### src/sv/tkps_pkg.sv
// Types and constants of the top-k positive sum tracker.
// Used by the cell row, the score stage and the top level.
package tkps_pkg;

  localparam int VAL_W     = 31;
  localparam int SAMPLE_W  = 32;
  localparam int CFG_IDX_W = 2;
  localparam int CFG_DAT_W = 32;
  localparam int KEEP_W    = 7;
  localparam int PEN_W     = 32;
  localparam int SCORE_W   = 64;
  localparam int BEST_W    = 63;

  localparam logic [CFG_IDX_W-1:0] REG_KEEP_COUNT = 2'd0;
  localparam logic [CFG_IDX_W-1:0] REG_PENALTY    = 2'd1;

  localparam logic [KEEP_W-1:0] KEEP_RESET = 7'd64;

  typedef struct packed {
    logic [VAL_W-1:0] word;
    logic             ins;
    logic             rep;
  } cell_ctl_t;

  typedef struct packed {
    logic [VAL_W-1:0] val;
    logic             occ;
    logic             gt;
    logic             le;
  } cell_link_t;

  localparam cell_link_t LEFT_EDGE  = '{val: '0, occ: 1'b1, gt: 1'b0, le: 1'b0};
  localparam cell_link_t RIGHT_EDGE = '{val: '0, occ: 1'b0, gt: 1'b0, le: 1'b0};

endpackage

### src/sv/tkps_score.sv
// Score and best-score stages with the result register.
// Depends on tkps_pkg; fed by the kept sum and the penalty accumulator.
module tkps_score import tkps_pkg::*; #(
  parameter int SUM_W = 37,
  parameter int CNT_W = 7
) (
  input  logic               clk,
  input  logic               rst_n,
  input  logic               acc,
  input  logic               start,
  input  logic [SUM_W-1:0]   sum,
  input  logic [SCORE_W-1:0] pen,
  input  logic [CNT_W-1:0]   total,
  input  logic               out_stall,
  output logic               adv,
  output logic               out_valid,
  output logic [SCORE_W-1:0] out_current_score,
  output logic [BEST_W-1:0]  out_best_score,
  output logic [KEEP_W-1:0]  out_kept_now
);

  logic               pend_r;
  logic               start_r;
  logic               s3_v_r;
  logic               s3_start_r;
  logic               s3_nonneg_r;
  logic [SCORE_W-1:0] s3_score_r;
  logic [KEEP_W-1:0]  s3_kept_r;
  logic               out_v_r;
  logic [SCORE_W-1:0] out_score_r;
  logic [BEST_W-1:0]  best_r;
  logic [BEST_W-1:0]  best_nxt;
  logic [BEST_W-1:0]  best_base;
  logic [KEEP_W-1:0]  out_kept_r;
  logic [SCORE_W:0]   diff;
  logic [SCORE_W-1:0] score;

  assign adv  = !(out_v_r && out_stall);
  assign diff = {1'b0, SCORE_W'(sum)} - {1'b0, pen};

  always_comb begin
    if (diff[SCORE_W] && !diff[SCORE_W-1]) begin
      score = {1'b1, {(SCORE_W-1){1'b0}}};
    end else begin
      score = diff[SCORE_W-1:0];
    end
  end

  always_comb begin
    best_base = s3_start_r ? '0 : best_r;
    best_nxt  = best_base;
    if (s3_nonneg_r && (s3_score_r[BEST_W-1:0] > best_base)) begin
      best_nxt = s3_score_r[BEST_W-1:0];
    end
  end

  always_ff @(posedge clk) begin
    if (!rst_n) begin
      pend_r  <= 1'b0;
      s3_v_r  <= 1'b0;
      out_v_r <= 1'b0;
      best_r  <= '0;
    end else if (adv) begin
      pend_r  <= acc;
      s3_v_r  <= pend_r;
      out_v_r <= s3_v_r;
      if (s3_v_r) begin
        best_r <= best_nxt;
      end
    end
  end

  always_ff @(posedge clk) begin
    if (acc) begin
      start_r <= start;
    end
    if (adv) begin
      s3_start_r  <= start_r;
      s3_nonneg_r <= !diff[SCORE_W];
      s3_score_r  <= score;
      s3_kept_r   <= KEEP_W'(total);
      out_score_r <= s3_score_r;
      out_kept_r  <= s3_kept_r;
    end
  end

  assign out_valid         = out_v_r;
  assign out_current_score = out_score_r;
  assign out_best_score    = best_r;
  assign out_kept_now      = out_kept_r;

endmodule

### config.mk
export PLATFORM = sky130hd
export DESIGN_NAME = tkps_score
export DESIGN_NICKNAME = d
export VERILOG_FILES = /design/src/sv/tkps_pkg.sv /design/src/sv/tkps_score.sv
export SDC_FILE = /design/constraint.sdc
export NUM_CORES = 1
export LEC_CHECK = 0
export BUFFER_PORTS_ARGS = -buffer_cell sky130_fd_sc_hd__buf_2
export CORE_ASPECT_RATIO = 0.7
export CORE_UTILIZATION = 55
export DETAILED_ROUTE_END_ITERATION = 8
export GPL_ROUTABILITY_DRIVEN = 0
export HOLD_SLACK_MARGIN = 0.08
export PLACE_DENSITY = 0.87
export SYNTH_ARGS = -nofsm -noshare
export SYNTH_HDL_FRONTEND = slang
export SYNTH_SLANG_ARGS = --single-unit
### constraint.sdc
create_clock -name clk -period 5.8 [get_ports clk]
set_input_delay 0.29 -clock clk [delete_from_list [all_inputs] [get_ports clk]]
set_output_delay 0.29 -clock clk [all_outputs]
set_load 0.03 [all_outputs]
==> flow_metrics.tcl <==
set metrics [dict create \
    crit_type "flop to flop" \
    cap_violations 0 \
    finalHoldViolations 0 \
    worst-path-buf-inv 2 \
    ys_types 64 \
    wl_um 28100 \
    cts_buffer_depth 3 \
    cts_hold_buffers 9 \
    critPathLaunchType "flop" \
    fillers 1490 \
    pwr-share-seq_pct 47.3 \
    syn_inst 1032 \
    layout_commonest_cell "buf_2" \
    rsz0062_at_grt "no" \
    p_leak_nw 6.20 \
    core_area_um2 20000 \
    hold_path_class "input pin to flop" \
    swShare_pct 28.6 \
    vias_per_cell 5.74 \
    ir_drop_mv 0.169 \
    grt-ovfl-total 0 \
    num_vias 9003 \
    tritoncts "yes" \
    relSlewSlack_pct 37.3 \
    synth-seq-cells 211 \
    outcome "finished, final reports clean" \
    p_comb_share_pct 19.8 \
    rows 43 \
    first_pass_iters 5 \
    portBuffers 248 \
    period_share_pct 65.9 \
    drv_slew 0 \
    dr.first_iter.drc_count 868 \
    fin_util_pct 67.7 \
    grt_max_degree 65 \
    path_delay_family "compound AO/OA/AOI/OAI gates" \
    power_switching_mw 1.11 \
    ant_nets 0 \
    path_cells "buf_4 > nand2b_1 > ha_1 > a21o_1 > a21o_1 > a21oi_1 > o21ai_0 > and2_1 > o311ai_0 > nand3_1 > a21oi_4 > buf_12 > a22o_1" \
    setup_tns_ns 0 \
    drc_errors 0 \
    path_max_fanout 64 \
    synth_warnings 0 \
    crit_required_ns 6.23 \
    cp_common_cell "a21o_1" \
    arrival_ns 4.25 \
    period_minus_slack_ns 3.82 \
    routedWlPerCell_um 17.9 \
    htreeDepth 1 \
    synth-edff-count 145 \
    synthToLayoutAreaGrowth_pct 19.5 \
    grt_pass1_wl_um 43600 \
    clk_pin_slew_ns 0.06 \
    synth_area_um2 11300 \
    ys_seq_area_share_pct 50.1 \
    power_density_nw_per_um2 286 \
    cts_inserted_buffers 21 \
    antenna_found_initial 0 \
    cts_sinks 211 \
    synth_ff_type "edfxtp_1" \
    ios 249 \
    synthArstFlopShare_pct 0 \
    synthesis.nets 1246 \
    cpPeakStageDelay_ns 0.74 \
    grt_pass1_vias 8378 \
    drive_gt1_share_pct 23.0 \
    fmax_ghz 0.262 \
    final_cell_mix "248 x buf_2, 145 x edfxtp_1, 100 x ha_1, 81 x nor2_1, 72 x nand2b_1" \
    place_hpwl_um 21000 \
    dieArea_um2 21200 \
    end_kind "flop" \
    post_cts.repair.setup_buffers 0 \
    die_w_um 174 \
    syn_avg_cell_area_um2 11.0 \
    p_int_mw 2.77 \
    start_util_pct 56.6 \
    setup_viol 0 \
    cts_resized 0 \
    dieHeight_um 122 \
    antenna_cells 0 \
    cts_root_buf "clkbuf_16" \
    slowest_stage "a21oi_4" \
    grt_usage_pct 26.0 \
    clock_skew_ns 0.0124 \
    worst_pin_slew_ns 0.941 \
    clk_latency_ns 0.50 \
    nets 1497 \
    p_clk_share_pct 32.9 \
]
==> layout make-up <==
cell class	instances	area, µm²	area share, %
Multi-Input combinational cell	736	5310	39.2
Clock buffer	25	551	4.07
Inverter	50	188	1.39
Timing Repair Buffer	263	1390	10.3
Tap cell	270	338	2.49
Clock inverter	13	92.6	0.684
Sequential cell	211	5680	41.9
==> kinds of logic after synthesis <==
kind of cell | share of synthesized area, %
xor+xnor | 3.94
simple gates | 14.6
fa+ha+maj | 11.2
buf+inv | 3.26
compound gates | 16.9
flops | 50.1
==> through the flow <==
step	setup WS, ns	area [µm²]	cells	power [mW]	hold slack (ns)
2_1_floorplan	0.646	11300	1032	2.37	0.389
3_3_place_gp	1.94	12800	1521	2.59	0.401
3_5_place_dp	1.88	12800	1521	2.62	0.415
4_1_cts	1.98	13500	1568	3.88	0.101
5_1_grt	1.70	13500	1568	4.03	0.117
6_report	1.98	13500	1568	3.88	0.113
==> worst paths after layout <==
kind / slack [ns] / cells past startpoint / endpoint / from
worst max register to register: 1.98 / 13 / out_best_score[55] / s3_start_r
worst min register to register: 0.42 / 0 / out_kept_now[6] / s3_kept_r[6]
worst min-delay path: 0.11 / 2 / pend_r / rst_n
worst max-delay path: 1.98 / 13 / out_best_score[55] / s3_start_r
==> sequential cells by signal, summed over array words and instances, names as in the netlist <==
register and flops:
out_best_score 63, start_r 1, s3_v_r 1, s3_nonneg_r 1, s3_score_r 64, pend_r 1
out_current_score 64, s3_kept_r 7, out_valid 1, s3_start_r 1, out_kept_now 7
==> per-layer routing <==
| metal | vias up | wire (µm) | GRT usage (%) | share of wire (%) |
|---|---|---|---|---|
| li1 | 4314 | - | - | - |
| met1 | 4210 | 12900 | 36.9 | 46 |
| met2 | 400 | 12200 | 40.4 | 44 |
| met3 | 79 | 2000 | 4.24 | 7.1 |
| met4 | 0 | 953 | 9.65 | 3.4 |
| met5 | - | 0 | 0 | 0 |
==> synth_stat cells (23+ instances only) <==
cell	n	area, µm²
a22o_1	63	552
a21oi_1	65	325
inv_1	50	188
ha_1	100	1250
nand2_1	46	173
nand3_1	29	145
xnor2_1	30	263
edfxtp_1	145	4350
dfxtp_1	66	1320
o21ai_0	23	115
nor2_1	81	304
nand2b_1	72	450
clkbuf_1	25	93.8
a21o_1	47	353
==> power by group through the flow <==
| stage | Combinational [mW] | Clock, mW | Sequential (mW) |
|---|---|---|---|
| 2_1_floorplan | 0.407 | 0 | 1.96 |
| 3_3_place_gp | 0.732 | 0 | 1.86 |
| 3_5_place_dp | 0.751 | 0 | 1.86 |
| 4_1_cts | 0.761 | 1.28 | 1.83 |
| 5_1_grt | 0.843 | 1.34 | 1.84 |
| 6_report | 0.768 | 1.28 | 1.83 |
(Power assumes the default switching activity.)
